--- src/rtl/adp_pkg.sv ---
`timescale 1ns / 1ps

package adp_pkg;

  // Result kinds.
  localparam logic [2:0] KIND_FLAGS     = 3'd0;
  localparam logic [2:0] KIND_FLAGS_ERR = 3'd1;
  localparam logic [2:0] KIND_UUID16    = 3'd2;
  localparam logic [2:0] KIND_NAME_BYTE = 3'd3;
  localparam logic [2:0] KIND_NAME_EMPT = 3'd4;
  localparam logic [2:0] KIND_KNOWN     = 3'd5;
  localparam logic [2:0] KIND_UNKNOWN   = 3'd6;
  localparam logic [2:0] KIND_TRUNC     = 3'd7;

  // Structure types with dedicated handling.
  localparam logic [7:0] TYPE_FLAGS  = 8'h01;
  localparam logic [7:0] TYPE_UUID16 = 8'h03;
  localparam logic [7:0] TYPE_NAME   = 8'h09;

  // Flags codes and their classes.
  localparam logic [7:0] FLAG_LIMITED = 8'h01;
  localparam logic [7:0] FLAG_GENERAL = 8'h02;
  localparam logic [7:0] FLAG_NO_BREDR = 8'h04;
  localparam logic [7:0] FLAG_CTRL    = 8'h08;
  localparam logic [7:0] FLAG_HOST    = 8'h16;

  localparam logic [2:0] CLASS_LIMITED  = 3'd0;
  localparam logic [2:0] CLASS_GENERAL  = 3'd1;
  localparam logic [2:0] CLASS_NO_BREDR = 3'd2;
  localparam logic [2:0] CLASS_CTRL     = 3'd3;
  localparam logic [2:0] CLASS_HOST     = 3'd4;
  localparam logic [2:0] CLASS_RESERVED = 3'd5;

  localparam logic [15:0] FLAGS_ERR_VALUE = 16'h00ff;

  localparam int QUEUE_DEPTH_DEFAULT = 4;

  typedef struct packed {
    logic [2:0]  kind;
    logic [7:0]  field_type;
    logic [15:0] value;
    logic [2:0]  flags_class;
  } res_t;

  // One queue entry holds every result caused by one input byte.
  typedef struct packed {
    res_t first;
    res_t second;
    logic two;
  } entry_t;

  function automatic logic type_known(input logic [7:0] t);
    logic k;
    k = 1'b0;
    if (t >= 8'h01 && t <= 8'h0a) k = 1'b1;
    if (t >= 8'h0d && t <= 8'h12) k = 1'b1;
    if (t >= 8'h14 && t <= 8'h2d) k = 1'b1;
    if (t == 8'h3d || t == 8'hff) k = 1'b1;
    return k;
  endfunction

  function automatic logic [2:0] flags_class_of(input logic [7:0] c);
    logic [2:0] r;
    case (c)
      FLAG_LIMITED:  r = CLASS_LIMITED;
      FLAG_GENERAL:  r = CLASS_GENERAL;
      FLAG_NO_BREDR: r = CLASS_NO_BREDR;
      FLAG_CTRL:     r = CLASS_CTRL;
      FLAG_HOST:     r = CLASS_HOST;
      default:       r = CLASS_RESERVED;
    endcase
    return r;
  endfunction

endpackage

--- src/rtl/adp_in_if.sv ---
`timescale 1ns / 1ps

interface adp_in_if;
  logic       valid;
  logic       ready;
  logic [7:0] data_byte;
  logic       frame_end;

  modport source (output valid, output data_byte, output frame_end, input ready);
  modport sink (input valid, input data_byte, input frame_end, output ready);
endinterface

--- src/rtl/adp_out_if.sv ---
`timescale 1ns / 1ps

interface adp_out_if;
  logic        valid;
  logic        ready;
  logic [2:0]  kind;
  logic [7:0]  field_type;
  logic [15:0] value;
  logic [2:0]  flags_class;
  logic        last_result;

  modport source (output valid, output kind, output field_type, output value,
                  output flags_class, output last_result, input ready);
  modport sink (input valid, input kind, input field_type, input value,
                input flags_class, input last_result, output ready);
endinterface

--- src/rtl/adp_front.sv ---
`timescale 1ns / 1ps

module adp_front
  import adp_pkg::*;
(
  input  logic        clk,
  input  logic        rst,
  adp_in_if.sink      payload,
  input  logic        full,
  output logic        push,
  output entry_t      push_entry
);

  localparam logic [1:0] PH_LEN  = 2'd0;
  localparam logic [1:0] PH_TYPE = 2'd1;
  localparam logic [1:0] PH_DATA = 2'd2;

  logic [1:0] phase, phase_next;
  logic [7:0] bytes_left, bytes_left_next;
  logic [7:0] current_type, current_type_next;
  logic [7:0] payload_length, payload_length_next;
  logic [7:0] uuid_low_byte, uuid_low_byte_next;
  logic       pair_half, pair_half_next;
  logic [7:0] flags_byte, flags_byte_next;

  logic       accept;
  logic       prim_v;
  res_t       prim_r;
  logic       trunc_v;
  res_t       trunc_r;
  logic       open;
  logic [7:0] trunc_type;
  logic       fin_v;
  res_t       fin_r;
  logic [7:0] fin_type;
  logic [7:0] fin_len;
  logic [7:0] fin_flags;
  logic       fin_req;
  logic [7:0] b;
  logic [7:0] dec;

  assign payload.ready = !full;
  assign accept = payload.valid && !full;
  assign b = payload.data_byte;

  // End-of-structure result for the structure described by fin_*.
  always_comb begin
    fin_v = 1'b1;
    fin_r = '0;
    fin_r.field_type = fin_type;
    if (fin_type == TYPE_FLAGS) begin
      if (fin_len == 8'd1) begin
        fin_r.kind        = KIND_FLAGS;
        fin_r.value       = {8'h00, fin_flags};
        fin_r.flags_class = flags_class_of(fin_flags);
      end else begin
        fin_r.kind  = KIND_FLAGS_ERR;
        fin_r.value = FLAGS_ERR_VALUE;
      end
    end else if (fin_type == TYPE_UUID16) begin
      fin_v = 1'b0;
    end else if (fin_type == TYPE_NAME) begin
      fin_r.kind = KIND_NAME_EMPT;
      fin_v      = (fin_len == 8'd0);
    end else begin
      fin_r.kind = type_known(fin_type) ? KIND_KNOWN : KIND_UNKNOWN;
    end
  end

  always_comb begin
    phase_next          = phase;
    bytes_left_next     = bytes_left;
    current_type_next   = current_type;
    payload_length_next = payload_length;
    uuid_low_byte_next  = uuid_low_byte;
    pair_half_next      = pair_half;
    flags_byte_next     = flags_byte;
    open       = 1'b0;
    trunc_type = 8'h00;
    prim_v     = 1'b0;
    prim_r     = '0;
    fin_req    = 1'b0;
    fin_type   = current_type;
    fin_len    = payload_length;
    fin_flags  = flags_byte;
    dec        = bytes_left - 8'd1;

    case (phase)
      PH_LEN: begin
        if (b != 8'h00) begin
          bytes_left_next = b;
          phase_next      = PH_TYPE;
          open            = 1'b1;
        end
      end
      PH_TYPE: begin
        current_type_next   = b;
        payload_length_next = dec;
        bytes_left_next     = dec;
        pair_half_next      = 1'b0;
        uuid_low_byte_next  = 8'h00;
        flags_byte_next     = 8'h00;
        fin_type  = b;
        fin_len   = dec;
        fin_flags = 8'h00;
        if (dec == 8'h00) begin
          fin_req    = 1'b1;
          phase_next = PH_LEN;
        end else begin
          phase_next = PH_DATA;
          open       = 1'b1;
          trunc_type = b;
        end
      end
      default: begin
        bytes_left_next = dec;
        if (current_type == TYPE_FLAGS) begin
          flags_byte_next = b;
          fin_flags       = b;
        end else if (current_type == TYPE_UUID16) begin
          if (!payload_length[0]) begin
            if (!pair_half) begin
              uuid_low_byte_next = b;
              pair_half_next     = 1'b1;
            end else begin
              prim_v             = 1'b1;
              prim_r.kind        = KIND_UUID16;
              prim_r.field_type  = current_type;
              prim_r.value       = {b, uuid_low_byte};
              pair_half_next     = 1'b0;
            end
          end
        end else if (current_type == TYPE_NAME) begin
          prim_v            = 1'b1;
          prim_r.kind       = KIND_NAME_BYTE;
          prim_r.field_type = current_type;
          prim_r.value      = {8'h00, b};
        end
        if (dec == 8'h00) begin
          fin_req    = 1'b1;
          phase_next = PH_LEN;
        end else begin
          open       = 1'b1;
          trunc_type = current_type;
        end
      end
    endcase

    // A data byte never emits alongside a finishing result, so one slot holds either.
    if (fin_req && fin_v) begin
      prim_v = 1'b1;
      prim_r = fin_r;
    end

    trunc_v            = payload.frame_end && open;
    trunc_r            = '0;
    trunc_r.kind       = KIND_TRUNC;
    trunc_r.field_type = trunc_type;
    if (payload.frame_end) begin
      phase_next      = PH_LEN;
      bytes_left_next = 8'h00;
    end
  end

  always_comb begin
    push_entry.first  = prim_v ? prim_r : trunc_r;
    push_entry.second = trunc_r;
    push_entry.two    = prim_v && trunc_v;
    push              = accept && (prim_v || trunc_v);
  end

  always_ff @(posedge clk) begin
    if (rst) begin
      phase          <= PH_LEN;
      bytes_left     <= 8'h00;
      current_type   <= 8'h00;
      payload_length <= 8'h00;
      uuid_low_byte  <= 8'h00;
      pair_half      <= 1'b0;
      flags_byte     <= 8'h00;
    end else if (accept) begin
      phase          <= phase_next;
      bytes_left     <= bytes_left_next;
      current_type   <= current_type_next;
      payload_length <= payload_length_next;
      uuid_low_byte  <= uuid_low_byte_next;
      pair_half      <= pair_half_next;
      flags_byte     <= flags_byte_next;
    end
  end

endmodule

--- src/rtl/adp_queue.sv ---
`timescale 1ns / 1ps

module adp_queue
  import adp_pkg::*;
#(
  parameter int QUEUE_DEPTH = QUEUE_DEPTH_DEFAULT
) (
  input  logic   clk,
  input  logic   rst,
  input  logic   push,
  input  entry_t push_entry,
  input  logic   pop,
  output entry_t head,
  output logic   not_empty,
  output logic   full
);

  localparam int PW = (QUEUE_DEPTH > 1) ? $clog2(QUEUE_DEPTH) : 1;
  localparam int CW = $clog2(QUEUE_DEPTH + 1);
  localparam logic [PW-1:0] PTR_LAST = PW'(QUEUE_DEPTH - 1);
  localparam logic [CW-1:0] CNT_FULL = CW'(QUEUE_DEPTH);

  entry_t        store [QUEUE_DEPTH];
  logic [PW-1:0] wr_ptr;
  logic [PW-1:0] rd_ptr;
  logic [CW-1:0] count;
  logic          do_pop;

  assign not_empty = (count != '0);
  assign full      = (count == CNT_FULL);
  assign head      = store[rd_ptr];
  assign do_pop    = pop && not_empty;

  always_ff @(posedge clk) begin
    if (push) begin
      store[wr_ptr] <= push_entry;
    end
  end

  always_ff @(posedge clk) begin
    if (rst) begin
      wr_ptr <= '0;
      rd_ptr <= '0;
      count  <= '0;
    end else begin
      if (push) begin
        wr_ptr <= (wr_ptr == PTR_LAST) ? '0 : wr_ptr + PW'(1);
      end
      if (do_pop) begin
        rd_ptr <= (rd_ptr == PTR_LAST) ? '0 : rd_ptr + PW'(1);
      end
      if (push && !do_pop) begin
        count <= count + CW'(1);
      end else if (!push && do_pop) begin
        count <= count - CW'(1);
      end
    end
  end

endmodule

--- src/rtl/adp_back.sv ---
`timescale 1ns / 1ps

module adp_back
  import adp_pkg::*;
(
  input  logic      clk,
  input  logic      rst,
  input  entry_t    head,
  input  logic      not_empty,
  output logic      pop,
  adp_out_if.source result
);

  logic sub;
  logic xfer;
  res_t cur;

  assign cur  = sub ? head.second : head.first;
  assign xfer = not_empty && result.ready;
  assign pop  = xfer && (sub || !head.two);

  assign result.valid       = not_empty;
  assign result.kind        = cur.kind;
  assign result.field_type  = cur.field_type;
  assign result.value       = cur.value;
  assign result.flags_class = cur.flags_class;
  assign result.last_result = sub || !head.two;

  always_ff @(posedge clk) begin
    if (rst) begin
      sub <= 1'b0;
    end else if (xfer) begin
      sub <= !pop;
    end
  end

endmodule

--- src/rtl/adv_data_structure_parser.sv ---
`timescale 1ns / 1ps

// Advertising-data structure parser.
// The payload channel carries one advertising byte per transfer, with
// frame_end set on the final byte of the frame. The result channel carries
// the parsed results (flags, 16-bit UUIDs, name bytes, reports for other
// types and truncation), each with last_result set on the final result that
// its input byte caused. Bytes that cause no result produce no transfer.
// The front end tracks the length-type-value structure state and accepts one
// byte every cycle while the queue is not full; it packs the results of each
// byte into one entry of a small queue (QUEUE_DEPTH entries). The back end
// shows the head entry on the result channel, one result per cycle while the
// receiver is ready, so a byte with two results takes two result transfers.
// Sustained throughput is one byte per cycle while results are taken;
// the result channel sets the pace otherwise.
// When the receiver stalls, the queue fills and payload ready falls once it
// is full; nothing is dropped. Reset (synchronous) empties the queue and
// returns the parser to expecting a length byte.

module adv_data_structure_parser
  import adp_pkg::*;
#(
  parameter int QUEUE_DEPTH = QUEUE_DEPTH_DEFAULT
) (
  input  logic      clk,
  input  logic      rst,
  adp_in_if.sink    payload,
  adp_out_if.source result
);

  logic   push;
  entry_t push_entry;
  logic   pop;
  entry_t head;
  logic   not_empty;
  logic   full;

  adp_front u_front (
    .clk        (clk),
    .rst        (rst),
    .payload    (payload),
    .full       (full),
    .push       (push),
    .push_entry (push_entry)
  );

  adp_queue #(
    .QUEUE_DEPTH (QUEUE_DEPTH)
  ) u_queue (
    .clk        (clk),
    .rst        (rst),
    .push       (push),
    .push_entry (push_entry),
    .pop        (pop),
    .head       (head),
    .not_empty  (not_empty),
    .full       (full)
  );

  adp_back u_back (
    .clk       (clk),
    .rst       (rst),
    .head      (head),
    .not_empty (not_empty),
    .pop       (pop),
    .result    (result)
  );

endmodule

--- src/flat_wrapper.sv ---
// flat-port wrapper written by rule: the top's interface ports become plain ports
module adv_data_structure_parser_flat import adp_pkg::*;
#(
  parameter int QUEUE_DEPTH = QUEUE_DEPTH_DEFAULT
)
  (clk, rst, payload_valid, payload_data_byte, payload_frame_end, payload_ready, result_valid, result_kind, result_field_type, result_value, result_flags_class, result_last_result, result_ready);
  adp_in_if payload_i ();
  adp_out_if result_i ();
  input  logic clk;
  input  logic rst;
  input wire logic [$bits(payload_i.valid)-1:0] payload_valid;
  input wire logic [$bits(payload_i.data_byte)-1:0] payload_data_byte;
  input wire logic [$bits(payload_i.frame_end)-1:0] payload_frame_end;
  output wire logic [$bits(payload_i.ready)-1:0] payload_ready;
  output wire logic [$bits(result_i.valid)-1:0] result_valid;
  output wire logic [$bits(result_i.kind)-1:0] result_kind;
  output wire logic [$bits(result_i.field_type)-1:0] result_field_type;
  output wire logic [$bits(result_i.value)-1:0] result_value;
  output wire logic [$bits(result_i.flags_class)-1:0] result_flags_class;
  output wire logic [$bits(result_i.last_result)-1:0] result_last_result;
  input wire logic [$bits(result_i.ready)-1:0] result_ready;
  assign payload_i.valid = payload_valid;
  assign payload_i.data_byte = payload_data_byte;
  assign payload_i.frame_end = payload_frame_end;
  assign payload_ready = payload_i.ready;
  assign result_valid = result_i.valid;
  assign result_kind = result_i.kind;
  assign result_field_type = result_i.field_type;
  assign result_value = result_i.value;
  assign result_flags_class = result_i.flags_class;
  assign result_last_result = result_i.last_result;
  assign result_i.ready = result_ready;
  adv_data_structure_parser #(.QUEUE_DEPTH(QUEUE_DEPTH)) u_core (.clk(clk), .rst(rst), .payload(payload_i), .result(result_i));
endmodule
--- config.mk ---
export PLATFORM = sky130hd
export DESIGN_NAME = adv_data_structure_parser_flat
export DESIGN_NICKNAME = d
export VERILOG_FILES = /design/src/rtl/adp_pkg.sv /design/src/rtl/adp_in_if.sv /design/src/rtl/adp_out_if.sv /design/src/rtl/adp_front.sv /design/src/rtl/adp_queue.sv /design/src/rtl/adp_back.sv /design/src/rtl/adv_data_structure_parser.sv /design/src/flat_wrapper.sv
export SDC_FILE = /design/constraint.sdc
export NUM_CORES = 1
export LEC_CHECK = 0
export BUFFER_PORTS_ARGS = -buffer_cell sky130_fd_sc_hd__buf_2
export CORE_MARGIN = 10
export CORE_UTILIZATION = 55
export CTS_CLUSTER_SIZE = 25
export DETAILED_ROUTE_END_ITERATION = 8
export GPL_ROUTABILITY_DRIVEN = 0
export PLACE_DENSITY_LB_ADDON = 0.08
export SKIP_CTS_REPAIR_TIMING = 1
export SLEW_MARGIN = 25
export SYNTH_ARGS = -nofsm -noshare
export SYNTH_HDL_FRONTEND = slang
export SYNTH_SLANG_ARGS = --single-unit
--- constraint.sdc ---
create_clock -name clk -period 5.3 [get_ports clk]
set_input_delay 0.53 -clock clk [delete_from_list [all_inputs] [get_ports clk]]
set_output_delay 0.53 -clock clk [all_outputs]
set_load 0.02 [all_outputs]
==> results of run 1 <==
## critical path: cells and delay by family (launching register included)
kind | cells | cell delay (ns)
xor+xnor | 1 | 0.16
simple gates | 4 | 1.24
compound gates | 4 | 1.08
fa+ha+maj | 2 | 0.61
buf+inv | 2 | 0.20
flops | 1 | 0.72
## worst paths after layout
| kind | to | depth (start not counted) | slack (ns) |
|---|---|---|---|
| max | u_core.u_queue.count[2] | 13 | 1.20 |
| min | u_core.u_back.sub | 4 | 0.38 |
| max reg2reg | u_core.u_queue.count[2] | 13 | 1.20 |
| min reg2reg | u_core.u_front.flags_byte[0] | 2 | 0.50 |
## layout by cell type (no fill, tap or decap), drive strengths merged, types with 9 or more instances in the layout
cell    synthesis  routed
a21oi          28      28
nor3           16      16
a21o           10      10
clkbuf         38      31
a22o           14      14
dfxtp          53      53
edfxtp        156     156
and2           14      14
nor2           75      75
mux2i          15      15
buf            14      53
o21ai          17      17
mux4           39      39
nand2          28      28
a211oi         17      17
mux2           11      11
and3            9       9
inv            11      11
nor2b          31      31
a22oi          15      15
## routing by layer
| metal | vias up | global-route usage (%) |
|---|---|---|
| li1 | 2743 | - |
| met2 | 202 | 30.3 |
| met5 | - | 0 |
| met4 | 0 | 5.34 |
| met1 | 2943 | 24.9 |
| met3 | 35 | 3.31 |
## where the power goes
group,switching (uW),internal (uW),total [uW]
logic,629,446,1070
registers,104,1870,1980
clock network,582,854,1440
## sequential cells by signal, indices dropped and copies added (netlist names), named ones only
name and count:
u_core.u_queue.store 156, u_core.u_front.bytes_left 8, u_core.u_front.current_type 8, u_core.u_front.flags_byte 8, u_core.u_front.payload_length 8, u_core.u_front.uuid_low_byte 8, u_core.u_queue.count 3, u_core.u_front.phase 2
u_core.u_queue.rd_ptr 2, u_core.u_queue.wr_ptr 2, u_core.u_back.sub 1, u_core.u_front.pair_half 1
## cells by family (layout without fill, tap and decap cells)
| group | Yosys count | count (layout) |
|---|---|---|
| DFF | 209 | 209 |
| and+or+nand+nor | 219 | 219 |
| buffers and inverters | 63 | 103 |
| muxes | 65 | 65 |
| adders and majority gates | 9 | 9 |
| xor gates and xnor gates | 9 | 9 |
| AOI/OAI and AO/OA | 132 | 132 |
## through the flow
step	util [%]	setup WS (ns)	hold slack [ns]
floorplan	-	1.04	0.460
global placement	58.8	1.31	0.481
finish	63.0	1.20	0.379
global route	63.0	0.984	0.407
CTS	62.9	1.10	0.363
detailed placement	58.8	1.12	0.486
## layout make-up
cell class                 instances  area [um^2]  share of cell area, %
sequential                       209         5750                   54.7
clock buffer                      31          616                   5.85
multi-input combinational        434         3490                   33.2
tap                              220          275                   2.62
inverter                          11         41.3                  0.393
clock inverter                     8         61.3                  0.583
timing repair buffer              53          285                   2.71
==> flow_summary.ini, run 1 <==
[timing]
finalClockSkew_ns = 0.00941
rsz0062_at_grt = false
tightest_slew_ns = 1.03
finalCritPeriodShare_pct = 77.4
slew-limit-headroom_pct = 31.3
timing_hold_violations_final = 0
slew_viol_final = 0
fin_tns_setup_ns = 0
finalSetupViolCount = 0
fin_crit_ns = 4.10
clock.fmax_ghz = 0.244

[die]
io_pins = 46
die_x_um = 151
row_count = 47
coreArea_mm2 = 0.0167
die_h_um = 151
design.die.area_mm2 = 0.0228
initial_utilization_pct = 56.5

[clocking]
insertion_delay_ns = 0.49
clockBufferDepth = 3
cts_tree = done
numCtsBuffers = 22
clock_sinks = 209
clk_pin_slew_ns = 0.06
ctsRootBufferMaster = clkbuf_16
cts_htree_levels = 1

[synthesis]
synthSimpleGateAreaFrac_pct = 12.1
ys_warn_count = 0
synth_area_per_cell_um2 = 13.4
ys_seq_area_share_pct = 60.8
ys_async_sr_fraction_pct = 0
synth_top_cell_area_share_pct = 49.6
synth_compound_area_share_pct = 9.96
synth_top_family_by_area = multiplexers
ys.flop_type = edfxtp_1
ys_types = 64
ys_ff_latch = 209
synth_top_cell_by_area = edfxtp_1
synth_common_cells = edfxtp_1, nor2_1, dfxtp_1
synth_xor_area_share_pct = 0.835
synthMuxAreaShare_pct = 12.2
synth-edff-count = 156
synth_nets = 728
yosysMostFrequentCell = edfxtp_1
netlist_area_mm2 = 0.00944
synthTopCellsByArea = edfxtp_1, dfxtp_1, mux4_2
synth_cells = 706
synth_fa_ha_area_share_pct = 1.27

[worst_setup_path]
worstPathMaxFanout = 21
cp-startpoint = u_core.u_front.phase[1]
cp.required_ns = 5.71
crit_path_max_incr_delay_ns = 0.73
slowest_stage = nand2b_1
crit_arrival_ns = 4.51
path_class = flip-flop to flip-flop
start_kind = flip-flop
crit_chain = nand2b_1, nor2_1, a21oi_1, nand2b_1, o31ai_2, a31oi_4, inv_1, ha_1, inv_1, fa_1, xor2_1, or3_1, a21oi_1
r2r_start = u_core.u_front.phase[1]
end_kind = flip-flop

[layout]
fillers = 1267
nNetsFinal = 753
layout.cells.non_filler = 966
n_antenna_cell = 0
final_layout_size_suffix_gt1_share_pct = 20.6
area_growth_pct = 11.4
fin_area_mm2 = 0.0105

[routing]
antenna_left = 0
num_vias = 5923
wl_met2_um = 10100
drt_iter0_drc = 419
wl_met1_um = 8960
via_per_inst = 6.13
drc = 0
dr.pass1.iters = 5
maxUsedRoutingLayer = met4
routed-wl-met3_um = 1480
wl_per_cell_um = 21.6
drt_wl_total_um = 20900

[grt]
grt_pass1_vias = 5937
grt_pass1_wl_um = 33200
antenna_found_initial = 0
grt_max_degree = 54
overflow = 0
grt_usage_pct = 18.5

[outcome]
outcome = complete, no violations

[place]
placedCellCount = 927
hpwl_um = 13100
placed_cell_area_mm2 = 0.00983
portBuffers = 45

[pwr]
power.leakage_uw = 0.00371
power.total_uw = 4490
irDropWorstVdd_uv = 293
powerDensity_mw_per_mm2 = 427

[job]
drv_cap = 0

[worst_hold_path]
worstHoldPathType = input pin to flip-flop
min_from = result_ready
Power figures use the tool's default switching activity.
==> run 2, diff against run 1 <==
Settings changed: ABC_AREA set to 1.
Clock period 5.3 ns to 4.2 ns, I/O delays scaled along.
==> run 2 against run 1 <==
Net effect:
- sequential share of layout area decreased by 1.5 points
- first-iteration DRC count grew 34%
- largest cell class unchanged
- combinational power rose by 120%
- clock power is 24% higher
- synthesized cell count rose by 47%
- clock skew rose by 0.00076 ns
- global-route usage fell by 0.11 points
- sequential power up 28%
- die area rose by 2.7%
- critical path depth increased by 9
- sequential cell count stayed put
- via count rose by 22%
==> flow_summary.ini, run 2 <==
[synthesis]
netlist_area_mm2 = 0.00974
ys.flop_type = edfxtp_1
ys_async_sr_fraction_pct = 0
yosysMostFrequentCell = nor2_1
synth_cells = 1037
synth_top_cell_by_area = edfxtp_1
synth_top_cell_area_share_pct = 48.1
synth-edff-count = 156
ys_warn_count = 0
ys_seq_area_share_pct = 59.0
synth_nets = 1059
synth_area_per_cell_um2 = 9.39
synthTopCellsByArea = edfxtp_1, dfxtp_1, nor2_1
ys_types = 50
ys_ff_latch = 209
synth_common_cells = nor2_1, edfxtp_1, o21ai_0

[clocking]
clock_sinks = 209
numCtsBuffers = 22
ctsRootBufferMaster = clkbuf_16
clk_pin_slew_ns = 0.06
insertion_delay_ns = 0.50
cts_tree = done
cts_htree_levels = 1
clockBufferDepth = 3

[routing]
dr.pass1.iters = 5
antenna_left = 0
drt_wl_total_um = 22400
drt_iter0_drc = 563
wl_per_cell_um = 17.1
drc = 0
num_vias = 7244
via_per_inst = 5.54

[grt]
grt_usage_pct = 18.4
grt_pass1_vias = 6734
grt_pass1_wl_um = 35800
antenna_found_initial = 0
overflow = 0
grt_max_degree = 77

[timing]
finalCritPeriodShare_pct = 84.8
finalClockSkew_ns = 0.0102
finalSetupViolCount = 0
clock.fmax_ghz = 0.281
rsz0062_at_grt = false
slew-limit-headroom_pct = 37.0
timing_hold_violations_final = 0
slew_viol_final = 0
tightest_slew_ns = 0.936
fin_tns_setup_ns = 0
fin_crit_ns = 3.56

[layout]
n_antenna_cell = 0
mostFrequentLayoutCell = nor2_1
nNetsFinal = 1090
final_cell_mix = nor2_1, edfxtp_1, o21ai_0
layout.cells.non_filler = 1308
fin_area_mm2 = 0.0108
regMostFlops = u_core.u_queue.store
largest_reg_flops = 156
final_layout_size_suffix_gt1_share_pct = 13.1
fillers = 1450
area_growth_pct = 10.9

[worst_setup_path]
crit_arrival_ns = 3.94
crit_chain = inv_8, nand2_8, inv_4, nand2_1, o21ai_1, inv_1, nand2_2, nor2_4, nand2_2, nor2_1, nor2_1, nand2_4, nand3_4, nand2_2, inv_1, ha_1, inv_1, fa_1, a21oi_1, o21ai_0, o21ai_0, a21oi_1
start_kind = flip-flop
slowest_stage = dfxtp_1
crit_path_max_incr_delay_ns = 0.44
critPathTopFamily = simple AND/OR/NAND/NOR gates
cp.required_ns = 4.58
worstPathMaxFanout = 23
cp_num_buf_inv = 5
end_kind = flip-flop
path_class = flip-flop to flip-flop

[die]
io_pins = 46
coreArea_mm2 = 0.0174
design.die.area_mm2 = 0.0234
die_x_um = 153
initial_utilization_pct = 56.1
die_h_um = 153
row_count = 48

[pwr]
irDropWorstVdd_uv = 398
power.leakage_uw = 0.00409
powerDensity_mw_per_mm2 = 618

[outcome]
outcome = complete, no violations

[place]
placed_cell_area_mm2 = 0.0101
placedCellCount = 1269
hpwl_um = 14300
portBuffers = 45

[worst_hold_path]
worstHoldPathType = input pin to flip-flop

[job]
drv_cap = 0
==> run 2: cell types whose count changed after synthesis, moves of 15 or more <==
cell | before | now
o21ai_0 | 14 | 135
nand2_1 | 28 | 126
a21oi_1 | 28 | 60
nand3_1 | 8 | 33
mux2i_1 | 15 | 0
nor2_1 | 74 | 209
o22ai_1 | 0 | 20
a211oi_1 | 17 | 2
inv_1 | 11 | 88
mux4_2 | 39 | 0
nor2b_1 | 31 | 0
==> run 2: tightest hold or removal path, delay by kind of cell <==
kind                   cells  cell delay [ns]
AO/OA/AOI/OAI              1             0.05
buffers and inverters      1             0.11
AND/OR/NAND/NOR            1             0.06
==> run 2: path summary, 6_finish.rpt <==
| kind | slack [ns] | endpoint | depth (start not counted) | start |
|---|---|---|---|---|
| worst max-delay path | 0.64 | u_core.u_queue.count[2] | 22 | u_core.u_front.phase[1] |
| worst min-delay path | 0.20 | u_core.u_front.uuid_low_byte[3] | 3 | payload_data_byte[3] |
| worst max register to register | 0.64 | u_core.u_queue.count[2] | 22 | u_core.u_front.phase[1] |
| worst min register to register | 0.46 | u_core.u_front.payload_length[4] | 2 | u_core.u_front.payload_length[4] |
==> run 2: report_power, final <==
group          internal [uW]  switching (uW)
registers               2430             106
logic                    711            1660
clock network           1030             740
total                   4180            2510
==> run 2: per-stage QoR <==
| stage | setup slack [ns] | total power [uW] | hold WS (ns) | util, % |
|---|---|---|---|---|
| floorplan | 0.323 | 4280 | 0.430 | - |
| global placement | 0.753 | 4940 | 0.445 | 58.5 |
| detailed placement | 0.671 | 4960 | 0.447 | 58.5 |
| CTS | 0.650 | 6720 | 0.189 | 62.3 |
| global route | 0.301 | 7090 | 0.205 | 62.3 |
| finish | 0.639 | 6680 | 0.204 | 62.3 |
==> run 2: cell type report <==
class | instances | area [um^2] | area share (%)
inverters | 96 | 375 | 3.47
repair buffers | 58 | 335 | 3.10
well taps | 225 | 282 | 2.60
clock buffers | 32 | 629 | 5.82
clock inverters | 7 | 32.5 | 0.301
flip-flops and latches | 209 | 5750 | 53.2
multi-input cells | 681 | 3410 | 31.5
==> run 2: metal layers <==
metal,wire length (um),vias to the layer above,track usage (%)
li1,-,3615,-
met1,10200,3402,25.5
met2,10400,196,29.4
met3,1330,31,2.78
met4,427,0,5.09
met5,0,-,0
==> run 2: cells by family after synthesis <==
logic type | Yosys count | synth area share (%)
AO/OA/AOI/OAI | 255 | 14.3
AND/OR/NAND/NOR | 417 | 19.1
adder cells (fa/ha/maj) | 9 | 1.23
buffers and inverters | 147 | 6.36
flip-flops | 209 | 59.0
